--- src/rtl/itoa_pkg.sv ---
`timescale 1ns / 1ps

package itoa_pkg;

  // Radix register limits and reset value.
  localparam logic [5:0] RADIX_RESET   = 6'd10;
  localparam logic [5:0] RADIX_MIN     = 6'd2;
  localparam logic [5:0] RADIX_MAX     = 6'd36;
  localparam logic [5:0] RADIX_DECIMAL = 6'd10;

  // Character codes.
  localparam logic [6:0] CH_ZERO   = 7'h30;
  localparam logic [6:0] CH_LETTER = 7'h41;
  localparam logic [6:0] CH_MINUS  = 7'h2D;
  localparam logic [5:0] MAX_DECIMAL_DIGIT = 6'd9;

  // Classification of one item, passed from the front to the back.
  typedef struct packed {
    logic       neg;
    logic [5:0] radix;
  } item_ctl_t;

  localparam int CTL_BITS = $bits(item_ctl_t);

  typedef enum logic [2:0] {
    ST_IDLE,
    ST_DIV,
    ST_SIGN,
    ST_PREP,
    ST_EMIT
  } back_state_t;

  // Clamps the register to the supported range of bases.
  function automatic logic [5:0] sat_radix(input logic [5:0] r);
    logic [5:0] res;
    res = r;
    if (r < RADIX_MIN) begin
      res = RADIX_MIN;
    end else if (r > RADIX_MAX) begin
      res = RADIX_MAX;
    end
    return res;
  endfunction

  // Maps a digit value to its ASCII character.
  function automatic logic [6:0] digit_char(input logic [5:0] d);
    logic [5:0] off;
    off = d - 6'd10;
    if (d > MAX_DECIMAL_DIGIT) begin
      return {1'b0, off} + CH_LETTER;
    end
    return {1'b0, d} + CH_ZERO;
  endfunction

endpackage

--- src/rtl/itoa_front.sv ---
`timescale 1ns / 1ps

module itoa_front #(
  parameter int VALUE_BITS = 32
) (
  input  logic                  clk,
  input  logic                  rst,
  input  logic                  cfg_wr_en,
  input  logic [5:0]            cfg_wr_data,
  input  logic                  push,
  input  logic [VALUE_BITS-1:0] value,
  input  logic                  q_full,
  output logic                  q_wr,
  output itoa_pkg::item_ctl_t   q_ctl,
  output logic [VALUE_BITS-1:0] q_mag
);

  logic [5:0] radix;
  logic [5:0] eff_radix;

  always_ff @(posedge clk) begin
    if (rst) begin
      radix <= itoa_pkg::RADIX_RESET;
    end else if (cfg_wr_en) begin
      radix <= cfg_wr_data;
    end
  end

  // Only decimal carries a sign; every other base sees the raw bit pattern.
  always_comb begin
    eff_radix   = itoa_pkg::sat_radix(radix);
    q_ctl.radix = eff_radix;
    q_ctl.neg   = (eff_radix == itoa_pkg::RADIX_DECIMAL) && value[VALUE_BITS-1];
    q_mag       = q_ctl.neg ? (~value + VALUE_BITS'(1)) : value;
    q_wr        = push && !q_full;
  end

endmodule

--- src/rtl/itoa_queue.sv ---
`timescale 1ns / 1ps

module itoa_queue #(
  parameter int DATA_BITS = 39
) (
  input  logic                 clk,
  input  logic                 rst,
  input  logic                 wr,
  input  logic [DATA_BITS-1:0] wr_data,
  output logic                 full,
  input  logic                 rd,
  output logic [DATA_BITS-1:0] rd_data,
  output logic                 empty
);

  logic [DATA_BITS-1:0] slots [2];
  logic                 wr_ptr;
  logic                 rd_ptr;
  logic [1:0]           count;

  assign full    = (count == 2'd2);
  assign empty   = (count == 2'd0);
  assign rd_data = slots[rd_ptr];

  always_ff @(posedge clk) begin
    if (wr) begin
      slots[wr_ptr] <= wr_data;
    end
  end

  always_ff @(posedge clk) begin
    if (rst) begin
      wr_ptr <= 1'b0;
      rd_ptr <= 1'b0;
      count  <= 2'd0;
    end else begin
      if (wr) begin
        wr_ptr <= ~wr_ptr;
      end
      if (rd) begin
        rd_ptr <= ~rd_ptr;
      end
      if (wr && !rd) begin
        count <= count + 2'd1;
      end else if (rd && !wr) begin
        count <= count - 2'd1;
      end
    end
  end

endmodule

--- src/rtl/itoa_back.sv ---
`timescale 1ns / 1ps

module itoa_back #(
  parameter int VALUE_BITS = 32
) (
  input  logic                  clk,
  input  logic                  rst,
  input  logic                  q_empty,
  input  itoa_pkg::item_ctl_t   q_ctl,
  input  logic [VALUE_BITS-1:0] q_mag,
  output logic                  q_rd,
  input  logic                  pop,
  output logic                  empty,
  output logic [6:0]            character,
  output logic                  last
);

  localparam int BIT_W = $clog2(VALUE_BITS);
  localparam int IDX_W = $clog2(VALUE_BITS);
  localparam int CNT_W = $clog2(VALUE_BITS + 1);

  itoa_pkg::back_state_t state, state_next;
  itoa_pkg::item_ctl_t   ctl;

  logic [VALUE_BITS-1:0] dvd;
  logic [5:0]            rem;
  logic [BIT_W-1:0]      bcnt;
  logic [CNT_W-1:0]      cnt;
  logic [6:0]            stack [VALUE_BITS];
  logic [6:0]            rd_char;
  logic [IDX_W-1:0]      rd_idx;

  logic                  out_valid;
  logic                  out_free;

  logic [6:0]            rem_sh;
  logic                  fits;
  logic [5:0]            rem_new;
  logic [VALUE_BITS-1:0] dvd_new;
  logic                  bit_end;
  logic                  quo_zero;

  logic                  take;
  logic                  step;
  logic                  load_out;
  logic                  emit_digit;
  logic [6:0]            out_char_next;
  logic                  out_last_next;

  // One restoring division step: shift in the next dividend bit and subtract the radix.
  always_comb begin
    rem_sh   = {rem, dvd[VALUE_BITS-1]};
    fits     = (rem_sh >= {1'b0, ctl.radix});
    rem_new  = fits ? 6'(rem_sh - {1'b0, ctl.radix}) : rem_sh[5:0];
    dvd_new  = {dvd[VALUE_BITS-2:0], fits};
    bit_end  = (bcnt == BIT_W'(VALUE_BITS - 1));
    quo_zero = (dvd_new == '0);
    out_free = !out_valid || pop;
    rd_idx   = IDX_W'(cnt - CNT_W'(1));
  end

  always_comb begin
    state_next    = state;
    take          = 1'b0;
    step          = 1'b0;
    load_out      = 1'b0;
    emit_digit    = 1'b0;
    out_char_next = character;
    out_last_next = 1'b0;
    case (state)
      itoa_pkg::ST_IDLE: begin
        if (!q_empty) begin
          take       = 1'b1;
          state_next = itoa_pkg::ST_DIV;
        end
      end
      itoa_pkg::ST_DIV: begin
        step = 1'b1;
        if (bit_end && quo_zero) begin
          state_next = ctl.neg ? itoa_pkg::ST_SIGN : itoa_pkg::ST_PREP;
        end
      end
      itoa_pkg::ST_SIGN: begin
        if (out_free) begin
          load_out      = 1'b1;
          out_char_next = itoa_pkg::CH_MINUS;
          state_next    = itoa_pkg::ST_PREP;
        end
      end
      itoa_pkg::ST_PREP: begin
        state_next = itoa_pkg::ST_EMIT;
      end
      itoa_pkg::ST_EMIT: begin
        if (out_free) begin
          load_out      = 1'b1;
          emit_digit    = 1'b1;
          out_char_next = rd_char;
          out_last_next = (cnt == CNT_W'(1));
          state_next    = out_last_next ? itoa_pkg::ST_IDLE : itoa_pkg::ST_PREP;
        end
      end
      default: begin
        state_next = itoa_pkg::ST_IDLE;
      end
    endcase
  end

  assign q_rd  = take;
  assign empty = !out_valid;

  always_ff @(posedge clk) begin
    if (rst) begin
      state <= itoa_pkg::ST_IDLE;
    end else begin
      state <= state_next;
    end
  end

  always_ff @(posedge clk) begin
    if (rst) begin
      cnt       <= '0;
      out_valid <= 1'b0;
    end else begin
      if (take) begin
        cnt <= '0;
      end else if (step && bit_end) begin
        cnt <= cnt + CNT_W'(1);
      end else if (emit_digit) begin
        cnt <= cnt - CNT_W'(1);
      end
      if (load_out) begin
        out_valid <= 1'b1;
      end else if (pop) begin
        out_valid <= 1'b0;
      end
    end
  end

  always_ff @(posedge clk) begin
    if (take) begin
      ctl  <= q_ctl;
      dvd  <= q_mag;
      rem  <= '0;
      bcnt <= '0;
    end else if (step) begin
      dvd <= dvd_new;
      if (bit_end) begin
        rem  <= '0;
        bcnt <= '0;
      end else begin
        rem  <= rem_new;
        bcnt <= bcnt + BIT_W'(1);
      end
    end
    if (load_out) begin
      character <= out_char_next;
      last      <= out_last_next;
    end
  end

  // Digit stack: written least significant first, read back in reverse.
  always_ff @(posedge clk) begin
    if (step && bit_end) begin
      stack[cnt[IDX_W-1:0]] <= itoa_pkg::digit_char(rem_new);
    end
    rd_char <= stack[rd_idx];
  end

`ifndef SYNTHESIS
  a_cnt_range: assert property (@(posedge clk) disable iff (rst)
    cnt <= CNT_W'(VALUE_BITS))
    else $error("digit count exceeds the stack depth");

  a_emit_nonempty: assert property (@(posedge clk) disable iff (rst)
    (state == itoa_pkg::ST_EMIT) |-> (cnt != '0))
    else $error("emitting with an empty digit stack");

  a_rem_below_radix: assert property (@(posedge clk) disable iff (rst)
    (state == itoa_pkg::ST_DIV) |-> ({1'b0, rem} < {1'b0, ctl.radix}))
    else $error("partial remainder not below the radix");

  a_radix_range: assert property (@(posedge clk) disable iff (rst)
    (state != itoa_pkg::ST_IDLE) |->
      (ctl.radix >= itoa_pkg::RADIX_MIN && ctl.radix <= itoa_pkg::RADIX_MAX))
    else $error("radix out of range during conversion");

  a_last_ends_item: assert property (@(posedge clk) disable iff (rst)
    (load_out && out_last_next) |=> (state == itoa_pkg::ST_IDLE))
    else $error("final character issued but conversion still running");
`endif

endmodule

--- src/rtl/integer_to_radix_ascii_core.sv ---
`timescale 1ns / 1ps

// Integer to ASCII converter in a base from 2 to 36.
// Input channel: drive value and raise push; the item is taken at a clock edge where full is low.
// Result channel: while empty is low, character and last show the oldest waiting character;
// raise pop to take it. Characters come most significant digit first, with '-' ahead of a
// negative decimal value, and last marks the final character of each value's string.
// The user must set the base through cfg_wr_en and cfg_wr_data only while the block is idle;
// the block itself does not enforce this. Codes below 2 act as 2 and codes above 36 act as 36.
// In any base but ten the value is its raw bit pattern. Each digit takes a full pass of the
// shared bit-serial divider over all VALUE_BITS dividend bits, and each character then
// leaves the digit stack through the ST_PREP and ST_EMIT states.
// A two-entry queue sits between input classification and the converter, so up to two
// further items are accepted while one is converting, and the output register lets the
// converter finish a character while the previous one still waits.
// When the receiver stalls, the converter holds its next character and nothing is lost.
// Reset empties the queue and the output, aborts any conversion and sets the base to ten.
module integer_to_radix_ascii_core #(
  parameter int VALUE_BITS = 32
) (
  input  logic                  clk,
  input  logic                  rst,
  input  logic                  cfg_wr_en,
  input  logic [5:0]            cfg_wr_data,
  input  logic                  push,
  output logic                  full,
  input  logic [VALUE_BITS-1:0] value,
  output logic                  empty,
  input  logic                  pop,
  output logic [6:0]            character,
  output logic                  last
);

  localparam int Q_BITS = itoa_pkg::CTL_BITS + VALUE_BITS;

  // Classified item written by the front into the queue.
  logic                  q_wr;
  itoa_pkg::item_ctl_t   wr_ctl;
  logic [VALUE_BITS-1:0] wr_mag;

  // Queue head as seen by the converter.
  logic                  q_rd;
  logic                  q_empty;
  logic [Q_BITS-1:0]     q_head;
  itoa_pkg::item_ctl_t   rd_ctl;
  logic [VALUE_BITS-1:0] rd_mag;

  assign rd_ctl = q_head[Q_BITS-1:VALUE_BITS];
  assign rd_mag = q_head[VALUE_BITS-1:0];

  itoa_front #(
    .VALUE_BITS(VALUE_BITS)
  ) u_front (
    .clk        (clk),
    .rst        (rst),
    .cfg_wr_en  (cfg_wr_en),
    .cfg_wr_data(cfg_wr_data),
    .push       (push),
    .value      (value),
    .q_full     (full),
    .q_wr       (q_wr),
    .q_ctl      (wr_ctl),
    .q_mag      (wr_mag)
  );

  itoa_queue #(
    .DATA_BITS(Q_BITS)
  ) u_queue (
    .clk    (clk),
    .rst    (rst),
    .wr     (q_wr),
    .wr_data({wr_ctl, wr_mag}),
    .full   (full),
    .rd     (q_rd),
    .rd_data(q_head),
    .empty  (q_empty)
  );

  itoa_back #(
    .VALUE_BITS(VALUE_BITS)
  ) u_back (
    .clk      (clk),
    .rst      (rst),
    .q_empty  (q_empty),
    .q_ctl    (rd_ctl),
    .q_mag    (rd_mag),
    .q_rd     (q_rd),
    .pop      (pop),
    .empty    (empty),
    .character(character),
    .last     (last)
  );

endmodule
--- config.mk ---
export PLATFORM = sky130hd
export DESIGN_NAME = integer_to_radix_ascii_core
export DESIGN_NICKNAME = d
export VERILOG_FILES = /design/src/rtl/itoa_pkg.sv /design/src/rtl/itoa_front.sv /design/src/rtl/itoa_queue.sv /design/src/rtl/itoa_back.sv /design/src/rtl/integer_to_radix_ascii_core.sv
export SDC_FILE = /design/constraint.sdc
export NUM_CORES = 1
export LEC_CHECK = 0
export ABC_CLOCK_PERIOD_IN_PS = 11950
export BUFFER_PORTS_ARGS = -buffer_cell sky130_fd_sc_hd__buf_2
export CAP_MARGIN = 20
export CORE_MARGIN = 4
export CORE_UTILIZATION = 67
export DETAILED_ROUTE_END_ITERATION = 8
export GPL_TIMING_DRIVEN = 0
export PLACE_DENSITY = 0.85
export SYNTH_ARGS = -nofsm -noshare
export SYNTH_HDL_FRONTEND = slang
export SYNTH_SLANG_ARGS = --single-unit
--- constraint.sdc ---
create_clock -name clk -period 11.95 [get_ports clk]
set_input_delay 1.195 -clock clk [delete_from_list [all_inputs] [get_ports clk]]
set_output_delay 1.195 -clock clk [all_outputs]
set_load 0.1 [all_outputs]
# Yosys cells after proc, flatten, opt, wreduce, memory -nomap -nowiden
# Memories as Yosys holds them, arrays and structs flattened. A register that Yosys moved wholly into a read port is not among the register bits.
# Index checks and enable logic that the tools add are counted.
[totals]
register_bits = 78
ramBits = 302
input_bits = 43
output_inout_bits = 10
elab_cells = 110
memories = 2
[classes]
add_sub_neg = 10
magnitude_cmp = 4
eq_ne = 12
mux = 41
bitwise_logic = 3
n_reduce_logical = 24
[memory_table]
columns = ["memory", "words", "word_bits", "rd", "rd_clocked_by_memory_dff", "wr", "line", "rtl"]
rows = [
  ["u_back.stack", 32, 7, 1, 1, 1, "itoa_back.sv:29", "logic [6:0] stack [VALUE_BITS];"],
  ["u_queue.slots", 2, 39, 1, 1, 1, "itoa_queue.sv:16", "logic [DATA_BITS-1:0] slots [2];"],
]
[op_table]
columns = ["cell", "count"]
rows = [
  ["$mux W32", 3],
  ["$mux W6", 6],
  ["$mux W7", 5],
  ["$add A32 B1 Y32 const B", 1],
  ["$logic_not A32 Y1", 1],
  ["$not A32 Y32", 1],
  ["$mux W1", 17],
  ["$pmux W3 S5", 1],
  ["$pmux W7 S2", 1],
  ["$mux W3", 4],
  ["$reduce_bool A2 Y1", 5],
  ["$reduce_and A4 Y1", 2],
  ["$add A6 B6 Y7 const B", 1],
  ["$add A6 B7 Y7 const B", 1],
  ["$ge A7 B6 Y1", 1],
  ["$add A6 B1 Y6 const B", 1],
  ["$eq A3 B2 Y1 const B", 2],
  ["$eq A6 B1 Y1 const B", 1],
  ["$eq A6 B4 Y1 const B", 1],
  ["$gt A6 B4 Y1 const B", 1],
  ["$gt A6 B6 Y1 const B", 1],
  ["$logic_and A1 B1 Y1", 6],
  ["$lt A6 B2 Y1 const B", 1],
  ["$mux W2", 3],
  ["other kinds (20)", 27],
]

# Logic depth before layout (Yosys ltp)
# Gate-level depths: netlist (run 1).
[depth]
ltp_word = 7
ltp_mapped = 15
mapped_depth_nobuf = 14

# Hierarchy
# From an unflattened synthesis (run 1), not the netlist that was laid out.
[hier_totals]
cells_unflattened = 984
hier_area_um2 = 16574.6
[modules_own_cells]
columns = ["module", "n_inst", "cells_per_inst", "area_per_inst_um2"]
rows = [
  ["itoa_back", 1, 702, 12494.5],
  ["itoa_queue", 1, 143, 3017.9],
  ["itoa_front", 1, 139, 1062.3],
]

# Worst setup path before layout (run 1)
# Ideal clock, no wire load.
[synth_timing]
path_type = "register to register"
startpoint = "register u_back.dvd[31]"
endpoint = "memory u_back.stack[0][3], data pin"
arrival_ns = 3.659
setup_slack_ns = 7.904
path_stages_with_launch = 14
synth_period_minus_slack_ns = 4.046
path_cell_list = "edfxtp_1 inv_1 ha_1 nand2b_1 a211o_1 a21o_1 buf_2 mux2i_2 ha_1 nor2_1 a211oi_1 o21a_1 nor2_1 xnor2_1"
[synth_via]
elab_chain_cells = 7
elab_cells_between_ends = 12
[synth_rtl]
columns = ["element", "line", "rtl"]
rows = [
  ["from (decl)", "itoa_back.sv:25", "logic [VALUE_BITS-1:0] dvd;"],
  ["from (signal assigned)", "itoa_back.sv:142", "dvd <= q_mag;"],
  ["from (signal assigned)", "itoa_back.sv:146", "dvd <= dvd_new;"],
  ["$sub A6 B6 Y6 / $ge A7 B6 Y1 (equally long branches)", "itoa_back.sv:54, itoa_back.sv:53", ""],
  ["$mux W6 (*)", "itoa_back.sv:54", "rem_new = fits ? 6'(rem_sh - {1'b0, ctl.radix}) : rem_sh[5:0];"],
  ["$sub A6 B4 Y6 / $gt A6 B4 Y1 (equally long branches)", "itoa_pkg.sv:48, itoa_pkg.sv:49", ""],
  ["$add A6 B7 Y7 / $mux W1 (equally long branches)", "itoa_pkg.sv:50, itoa_pkg.sv:49", ""],
  ["$mux W7 / $mux W1 (equally long branches)", "itoa_pkg.sv:49, itoa_back.sv:163", ""],
  ["$mux W7 (*)", "itoa_pkg.sv:52", "return {1'b0, d} + CH_ZERO;"],
  ["$mux W7 (*)", "itoa_back.sv:163", "if (step && bit_end) begin"],
  ["to (decl)", "itoa_back.sv:29", ""],
]
# Every way passes the cells marked *; elsewhere a longest branch is shown, timed or not. The select of a mux whose other input is x is not followed.

# Worst setup path after layout (run 1)
[layout_timing]
startpoint = "register u_back.dvd[31]"
endpoint = "memory u_back.stack[4][4], data pin"
# The elaborated chain is that of the path after synthesis.

==> results of run 1 <==
==> routing by layer <==
layer  wire length (um)  share of wire  track usage  vias up
li1                   -              -            -     4160
met1              14370           0.36       0.4111     4908
met2              19600           0.49       0.4690      800
met3               4302           0.11      0.05721      143
met4               1634          0.041      0.09340        0
met5                  0              0            0        -
==> cells in the mapped netlist, types with 6 or more instances <==
cell type / count
a211oi_1: 6
a21oi_1: 56
a31oi_1: 6
and3_1: 7
buf_2: 11
clkbuf_1: 33
dfxtp_1: 39
edfxtp_1: 349
ha_1: 18
inv_1: 26
mux2_2: 15
mux2i_1: 39
mux4_2: 70
nand2_1: 36
nand2b_1: 14
nand3_1: 7
nor2_1: 110
nor2b_1: 7
nor3_1: 19
nor4_1: 12
o21ai_0: 23
xnor2_1: 22
xor2_1: 23
==> layout by cell type (no fill, tap or decap), drive strengths merged, types with 4 or more instances in the layout <==
cell type and instances:
xnor2 22, mux2i 40, edfxtp 349, nand3 9, o21a 5, or3 5
clkbuf 83, o22ai 4, bufinv 5, nor3b 5, nor3 19, a211oi 6
inv 27, a31oi 6, ha 18, o21ai 25, mux2 15, xor2 23
nor2 111, a21oi 56, and3 7, nor2b 7, nor4 12, nand2 36
nand2b 14, buf 75, dfxtp 39, clkinv 11, mux4 70
==> logic make-up (layout without fill, tap and decap cells) <==
group                    Yosys count  after routing  synth area share
other                              0              2                 0
AO/OA/AOI/OAI                    127            127           0.04773
XOR/XNOR                          45             45           0.02417
flip-flops                       388            388            0.6907
buffers and inverters             72            202           0.01742
multiplexers                     125            125            0.1318
AND/OR/NAND/NOR                  243            243           0.07313
adder cells (fa/ha/maj)           19             19           0.01504
==> layout make-up <==
type / count / share of cell area
diodes: 2 / 0.0002708
flip-flops and latches: 388 / 0.6093
repair buffers: 62 / 0.02397
plain buffers: 46 / 0.01009
multi-input cells: 559 / 0.2610
clock inverters: 18 / 0.01185
clock buffers: 50 / 0.05666
well taps: 319 / 0.02160
inverters: 26 / 0.005281
==> flip-flops by register name, summed over array words and instances, names as in the netlist, 7 cells and up, named ones only <==
signal / flops
u_back.character: 7
u_back.ctl: 7
u_back.dvd: 32
u_back.rd_char: 7
u_back.stack: 224
u_queue.slots: 78
==> worst max-delay path, cell delays in order, from the launching register on <==
cell and delay (ns):
edfxtp_1 0.40, inv_1 0.08, ha_1 0.37, nand2b_1 0.18, a211o_1 0.37, a21o_1 0.18, buf_2 0.18, o21ai_0 0.33
inv_1 0.16, ha_1 0.30, nor2_1 0.15, a211oi_1 0.09, o21ai_1 0.42, nand2b_1 0.11, o211ai_1 0.82, buf_4 0.34
buf_6 0.17
==> power by group <==
part | internal [mW] | leakage [nW] | total, mW | switching [mW]
Clock | 0.727 | 0.618 | 1.22 | 0.497
Sequential | 2.35 | 3.50 | 2.43 | 0.0815
Combinational | 0.583 | 1.99 | 1.97 | 1.39
==> final timing paths <==
| kind | to | slack, ns |
|---|---|---|
| max | u_back.stack[4][4] | 7.14 |
| min | u_back.bcnt[4] | 0.47 |
| max reg2reg | u_back.stack[4][4] | 7.14 |
| min reg2reg | u_back.bcnt[4] | 0.47 |
==> run summary, run 1 <==
outcome = finished, final reports clean
Routed Antenna Nets = 0
Starting Density = 0.6885
sum of negative setup slack = 0 ns
setup ws final = 7.145 ns
synthesized instance count = 1019
# clock sinks = 388
minimum clock period = 4.805 ns
hold_sp = u_back.bcnt[4]
CP endpoint kind = flop
Total GRT Usage = 0.2911
worst-case reg-to-reg path depth = 16
Total Power = 5.624 mW
worst-path maximum fanout = 13
DP Cell Count = 1398
Post-CTS Setup Repair Bufs = 0
Place WS = 7.457 ns
Final Non-Filler Cells = 1470
startpoint types = flop
Hold Slack = 0.4708 ns
RD Place Congestion = 0.8625
port bufs = 51
crit path launch = u_back.dvd[31]
ys flop type = edfxtp_1
I/O Pins = 53
CTS max path bufs = 3
Vias = 10011
first-pass GRT wire length = 58.04 mm
Placed Area = 17190 sq um
CTS Buf Count = 39
largest net degree at the start of global routing = 37
Area contributors post-synth = edfxtp_1 64%, mux4_2 9.7%, dfxtp_1 4.8%, nor2_1 2.5%, mux2i_1 2.4%
die width = 164.0 um
Fin. Hold Viols = 0
initial antenna violation count = 1
Worst IR Drop VDD = 0.2873 mV
Synth async-reset ratio = 0
grt ovf = 0
die height = 164.0 um
row count = 56
top-area cell type share of the netlist area = 0.6428
register clock-pin slew on the reported worst setup and hold paths = 0.07 ns
Crit Reg-Reg Startpoint = u_back.dvd[31]
Post-CTS Hold Fix Bufs = 0
cts repair resizes = 0
RSZ-0062 raised after global routing = no
Mapped Area = 16300 sq um
Hold Path Cell Cnt = 2
total iterations of the first detailed-routing run = 7
post-synth top area cell = edfxtp_1
Power Density = 304.3 nW/um^2
area occupied by multi-input gates = 4823 sq um
drc violations = 0
Seq/Total Area, Yosys = 0.6907
vias per inst = 6.810
net count after synthesis = 1081
Total Nets Final = 1184
core area = 23680 sq um
vias in the first global route = 9792
Skew-Pair Late Insertion Delay = 0.52 ns
Iter 0 DRT Violations = 1587
fillers = 1235
Synthesis Warnings = 0
share of layout cells above drive strength 1 = 0.2019
post-layout util = 0.7804
average size of a mapped cell = 16.00 sq um
per-cell routed wire length = 27.15 um
Die ar. = 26890 sq um
final WL = 39.91 mm
Post-synth EDFFs = 349
CP Data Required Time = 12.31 ns
Worst Tran Pin Value = 1.033 ns
Slew headroom = 0.3083
clock skew = 0.02153 ns
number of synthesized register bits = 388
H-tree depth = 2
CTS tree = built
Synth cell types = 59
Reg area = 11260 sq um
fmax = 0.2081 GHz
WS Path Type = reg2reg
Final setup violation count = 0
final instance area = 18480 sq um
MaxCap Viol Count = 0
Root Driver = clkbuf_16
min-delay worst type = reg2reg
worst path arrival time = 5.17 ns
hpwl dp = 23.31 mm
Max Slew Vio Count = 0
LEAKAGE = 6.106 nW
Final period util = 0.4021
area delta synth->final = 13.35%
Note: power is estimated with default switching activity, not from simulation.
==> run 2: changes to the inputs <==
--- a/config.mk
+++ b/config.mk
@@ -5,14 +5,14 @@
 export SDC_FILE = /design/constraint.sdc
 export NUM_CORES = 1
 export LEC_CHECK = 0
-export ABC_CLOCK_PERIOD_IN_PS = 11950
+export ABC_CLOCK_PERIOD_IN_PS = 4170
 export BUFFER_PORTS_ARGS = -buffer_cell sky130_fd_sc_hd__buf_2
 export CAP_MARGIN = 20
 export CORE_MARGIN = 4
-export CORE_UTILIZATION = 67
+export CORE_UTILIZATION = 56
 export DETAILED_ROUTE_END_ITERATION = 8
 export GPL_TIMING_DRIVEN = 0
-export PLACE_DENSITY = 0.85
+export PLACE_DENSITY = 0.76
 export SYNTH_ARGS = -nofsm -noshare
 export SYNTH_HDL_FRONTEND = slang
 export SYNTH_SLANG_ARGS = --single-unit
==> constraint.sdc (replaced) <==
create_clock -name clk -period 4.17 [get_ports clk]
set_input_delay 0.417 -clock clk [delete_from_list [all_inputs] [get_ports clk]]
set_output_delay 0.417 -clock clk [all_outputs]
set_load 0.1 [all_outputs]
==> run 2 against run 1 <==
Net effect: power grew to 3.0 times the previous value; largest power group unchanged; sequential cell count is the same; highest routed layer unchanged; critical path depth shrank 1; utilization shrank 13 points; maximum frequency grew 21%.
==> run summary, run 2 (synthesis gave the netlist of run 1 again) <==
outcome = finished, final reports clean
LEAKAGE = 6.172 nW
vias per inst = 6.101
Total Power = 16.90 mW
Max Slew Vio Count = 0
MaxCap Viol Count = 0
GRT met1 Usage = 0.3243
sum of negative setup slack = 0 ns
worst-case reg-to-reg path depth = 15
port bufs = 51
Post-CTS Hold Fix Bufs = 0
Worst Tran Pin Value = 1.024 ns
CTS max path bufs = 3
worst-path maximum fanout = 12
minimum clock period = 3.963 ns
H-tree depth = 2
register clock-pin slew on the reported worst setup and hold paths = 0.06 ns
met3 Use GR = 0.03582
RD Place Congestion = 0.8749
met2 GRT Util = 0.3490
commonest non-fill, non-tap cell in the layout = edfxtp_1
Power Density = 901.5 nW/um^2
clock skew = 0.02932 ns
Iter 0 DRT Violations = 977
CTS Buf Count = 37
die width = 178.6 um
drc violations = 0
CP endpoint kind = flop
Worst IR Drop VDD = 0.9850 mV
startpoint types = flop
share of layout cells above drive strength 1 = 0.2108
WS Path Type = reg2reg
Final period util = 0.9504
Total GRT Usage = 0.2197
Root Driver = clkbuf_16
worst path arrival time = 4.32 ns
CP Data Required Time = 4.53 ns
hpwl dp = 22.75 mm
Crit Reg-Reg Startpoint = u_back.dvd[31]
Vias = 9378
Die ar. = 31910 sq um
first-pass GRT wire length = 53.40 mm
grt ovf = 0
Fin. Hold Viols = 0
fmax = 0.2523 GHz
per-cell routed wire length = 22.41 um
RR Endpoint = u_back.stack[20][4]
most frequent cells in the layout = 349 x edfxtp_1, 109 x nor2_1, 70 x mux4_2, 63 x buf_2, 56 x a21oi_1
Starting Density = 0.5680
CTS tree = built
vias in the first global route = 9223
worst setup path end = u_back.stack[20][4]
max reg flops = 224
Routed Antenna Nets = 0
total iterations of the first detailed-routing run = 5
min-delay worst type = in2reg
RSZ-0062 raised after global routing = no
busiest layer in global routing = met2
hold_sp = cfg_wr_data[3]
area delta synth->final = 15.00%
Total Nets Final = 1188
final WL = 34.45 mm
initial antenna violation count = 1
Final setup violation count = 0
antenna cell count = 0
core area = 28700 sq um
Skew-Pair Late Insertion Delay = 0.52 ns
# clock sinks = 388
die height = 178.6 um
crit path launch = u_back.dvd[31]
largest net degree at the start of global routing = 34
row count = 62
I/O Pins = 53
Slew headroom = 0.3146
reg-to-reg slack, setup = 0.21 ns
[run 2: how the worst min path moves through the flow]
stage	end	slack, ns	cells past startpoint
after floorplan	u_back.bcnt[4]	0.44	2
after global placement	u_back.bcnt[4]	0.45	2
after detailed placement	u_back.bcnt[4]	0.46	2
after CTS	u_front.radix[3]	0.11	2
after global routing	u_front.radix[1]	0.12	2
final	u_front.radix[3]	0.13	2
[run 2: where the power goes]
group	total (mW)	switching, mW	internal (mW)
clock	3.42	1.35	2.07
sequential	6.90	0.207	6.69
combinational	6.58	4.16	2.42
[run 2: through the flow]
step	hold WS, ns	util	cells	worst slack, ns	instance area, sq um
2_1_floorplan	0.4406	-	1019	0.1243	16300
3_3_place_gp	0.4492	0.5937	1454	-1.720	17040
3_5_place_dp	0.4600	0.6035	1464	-0.4420	17320
4_1_cts	0.1119	0.6516	1536	0.04384	18700
5_1_grt	0.1206	0.6533	1537	0.06338	18750
6_report	0.1275	0.6533	1537	0.2067	18750
[run 2: critical path, cell delays in order (launching register included)]
cell and delay [ns]:
edfxtp_1 0.41, inv_1 0.06, ha_1 0.35, nand2b_1 0.17
a211o_1 0.37, a21o_1 0.18, buf_2 0.20, mux2i_4 0.33
ha_2 0.33, nor2_1 0.09, a211oi_2 0.31, o21a_4 0.27
nand2_1 0.09, o211ai_1 0.24, buf_6 0.22, buf_4 0.18
[run 2: timing repair]
item	in CTS	in global routing
setup endpoints to repair	159	231
gates resized for setup	6	8
setup buffers	5	2
gates cloned	1	0
pin swaps	3	2
[run 2: cell type report]
class | instances | area [sq um]
sequential | 388 | 11260
tap | 384 | 480.5
timing repair buffer | 68 | 564.3
buffer | 45 | 183.9
inverter | 26 | 97.59
clock inverter | 16 | 239.0
multi-input combinational | 560 | 4918
fill | 1925 | 9952
clock buffer | 50 | 1006
[run 2: routing by layer]
layer | share of wire | up-vias
met1 | 0.42 | 4762
met4 | 0.023 | 0
met3 | 0.073 | 58
met5 | 0 | -
li1 | - | 4171
met2 | 0.49 | 387
==> run 3: changes to the inputs <==
--- a/config.mk
+++ b/config.mk
@@ -8,7 +8,7 @@
 export ABC_CLOCK_PERIOD_IN_PS = 4170
 export BUFFER_PORTS_ARGS = -buffer_cell sky130_fd_sc_hd__buf_2
 export CAP_MARGIN = 20
-export CORE_MARGIN = 4
+export CORE_MARGIN = 2
 export CORE_UTILIZATION = 56
 export DETAILED_ROUTE_END_ITERATION = 8
 export GPL_TIMING_DRIVEN = 0
==> run 3 against run 2 <==
Net effect: sequential share of layout area grew 0.30 points; highest routed layer unchanged; routed wire length is essentially flat; clock skew shrank 0.018 ns; maximum frequency shrank 2.7%; sequential cell count is the same; worst setup slack lost 0.11 ns; combinational power grew 3.3%; die area shrank 4.4%; power shrank 0.24%; global-route usage grew 0.43 points.
==> run summary, run 3 (synthesis gave the netlist of run 1 again) <==
antenna cell count = 0
Final period util = 0.9771
Fin. Hold Viols = 0
row count = 62
sum of negative setup slack = 0 ns
minimum clock period = 4.074 ns
hpwl dp = 23.01 mm
CTS max path bufs = 3
port bufs = 51
H-tree depth = 2
# clock sinks = 388
vias in the first global route = 9157
Worst Tran Pin Value = 1.063 ns
Worst IR Drop VDD = 0.9939 mV
area delta synth->final = 14.43%
initial antenna violation count = 0
Slew headroom = 0.2879
switching power = 5.867 mW
Clk pwr share = 0.188
outcome = finished, final reports clean
vias per inst = 6.056
commonest non-fill, non-tap cell in the layout = edfxtp_1
CP Data Required Time = 4.52 ns
CTS Buf Count = 38
Power Density = 903.9 nW/um^2
MaxCap Viol Count = 0
share of layout cells above drive strength 1 = 0.2107
first-pass GRT wire length = 51.67 mm
Sw Ratio = 0.3479
per-cell routed wire length = 22.32 um
register clock-pin slew on the reported worst setup and hold paths = 0.06 ns
drc violations = 0
grt ovf = 0
WS Path Type = reg2reg
LEAKAGE = 6.127 nW
CP endpoint kind = flop
Final setup violation count = 0
P_int = 11.00 mW
Max Slew Vio Count = 0
final WL = 34.42 mm
die height = 174.6 um
Flop pwr share = 0.409
Iter 0 DRT Violations = 926
Total Nets Final = 1194
worst-path maximum fanout = 13
Starting Density = 0.5680
worst path arrival time = 4.43 ns
fmax = 0.2454 GHz
combinational power share = 0.403
min-delay worst type = in2reg
largest net degree at the start of global routing = 34
Root Driver = clkbuf_16
Skew-Pair Late Insertion Delay = 0.53 ns
Total GRT Usage = 0.2241
RSZ-0062 raised after global routing = yes
Die ar. = 30500 sq um
Routed Antenna Nets = 0
die width = 174.6 um
total iterations of the first detailed-routing run = 6
max reg flops = 224
CTS tree = built
core area = 28700 sq um
most frequent cells in the layout = 349 x edfxtp_1, 109 x nor2_1, 70 x mux4_2, 63 x buf_2, 56 x a21oi_1
RD Place Congestion = 0.8695
I/O Pins = 53
startpoint types = flop
Vias = 9339
clock skew = 0.01161 ns
post-layout util = 0.6500
Post-CTS Hold Fix Bufs = 0
[run 3: changes by cell type in the layout (fill, tap and decap cells not counted), moves of 2 or more]
cell	change
clkbuf_1	-2
clkinv_1	+4
buf_12	+4
buf_8	+2
buf_16	-4
clkinvlp_4	+3
clkinv_2	-2
bufinv_16	-5
inv_6	+2
buf_4	+4
[run 3: path summary, 6_finish.rpt]
kind / slack [ns] / cells after the start / startpoint / endpoint
worst max register to register: 0.1 / 17 / u_back.dvd[31] / u_back.stack[25][4]
worst min-delay path: 0.11 / 2 / cfg_wr_data[3] / u_front.radix[3]
worst min register to register: 0.47 / 2 / u_back.bcnt[4] / u_back.bcnt[4]
worst max-delay path: 0.1 / 17 / u_back.dvd[31] / u_back.stack[25][4]
[run 3: worst max-delay path, cell delays in order, from the launching register on]
cell and delay (ns):
edfxtp_1 0.42, inv_1 0.06, ha_1 0.35, nand2b_1 0.16, a211o_1 0.37, a21o_1 0.18, buf_2 0.20, nand2_1 0.09
o21ai_1 0.11, inv_1 0.20, ha_1 0.32, nor2_1 0.10, a211oi_2 0.39, o21a_2 0.26, nand2_1 0.11, o211ai_1 0.15
buf_4 0.20, buf_4 0.22
[run 3: cell type report]
cell class	count	area, sq um
Clock buffer	48	1010
Timing Repair Buffer	73	583.1
Multi-Input combinational cell	560	4917
Tap cell	384	480.5
Inverter	26	97.59
Buffer	45	183.9
Fill cell	1937	10050
Clock inverter	18	123.9
Sequential cell	388	11260
[run 3: power by group through the flow]
stage	clock network [mW]	logic, mW	registers, mW
floorplan	0	2.78	7.04
global placement	0	3.59	6.42
detailed placement	0	5.46	7.00
CTS	3.20	5.78	6.91
global route	3.34	7.23	6.93
finish	3.17	6.80	6.90
[run 3: metrics by stage]
step	cell area (sq um)	hold slack, ns	power, mW	cells	worst slack [ns]
floorplan	16300	0.4406	9.820	1019	0.1243
global placement	17040	0.4531	10.01	1454	-1.657
detailed placement	17280	0.4656	12.45	1464	-0.2257
CTS	18490	0.09726	15.89	1533	0.005790
global route	18660	0.09282	17.50	1542	-0.1016
finish	18660	0.1053	16.86	1542	0.09565
[run 3: timing repair]
action | CTS | global route
gates resized for setup | 7 | 5
buffers inserted | 3 | 9
cloned | 0 | 1
endpoints found under the setup margin | 159 | 148
pin swaps | 2 | 2
[run 3: metal layers]
metal	global-route usage	up-vias	part of all wire
met4	0.07639	0	0.029
met3	0.03655	71	0.082
met1	0.3071	4691	0.40
met5	0	-	0
li1	-	4174	-
met2	0.3709	403	0.49
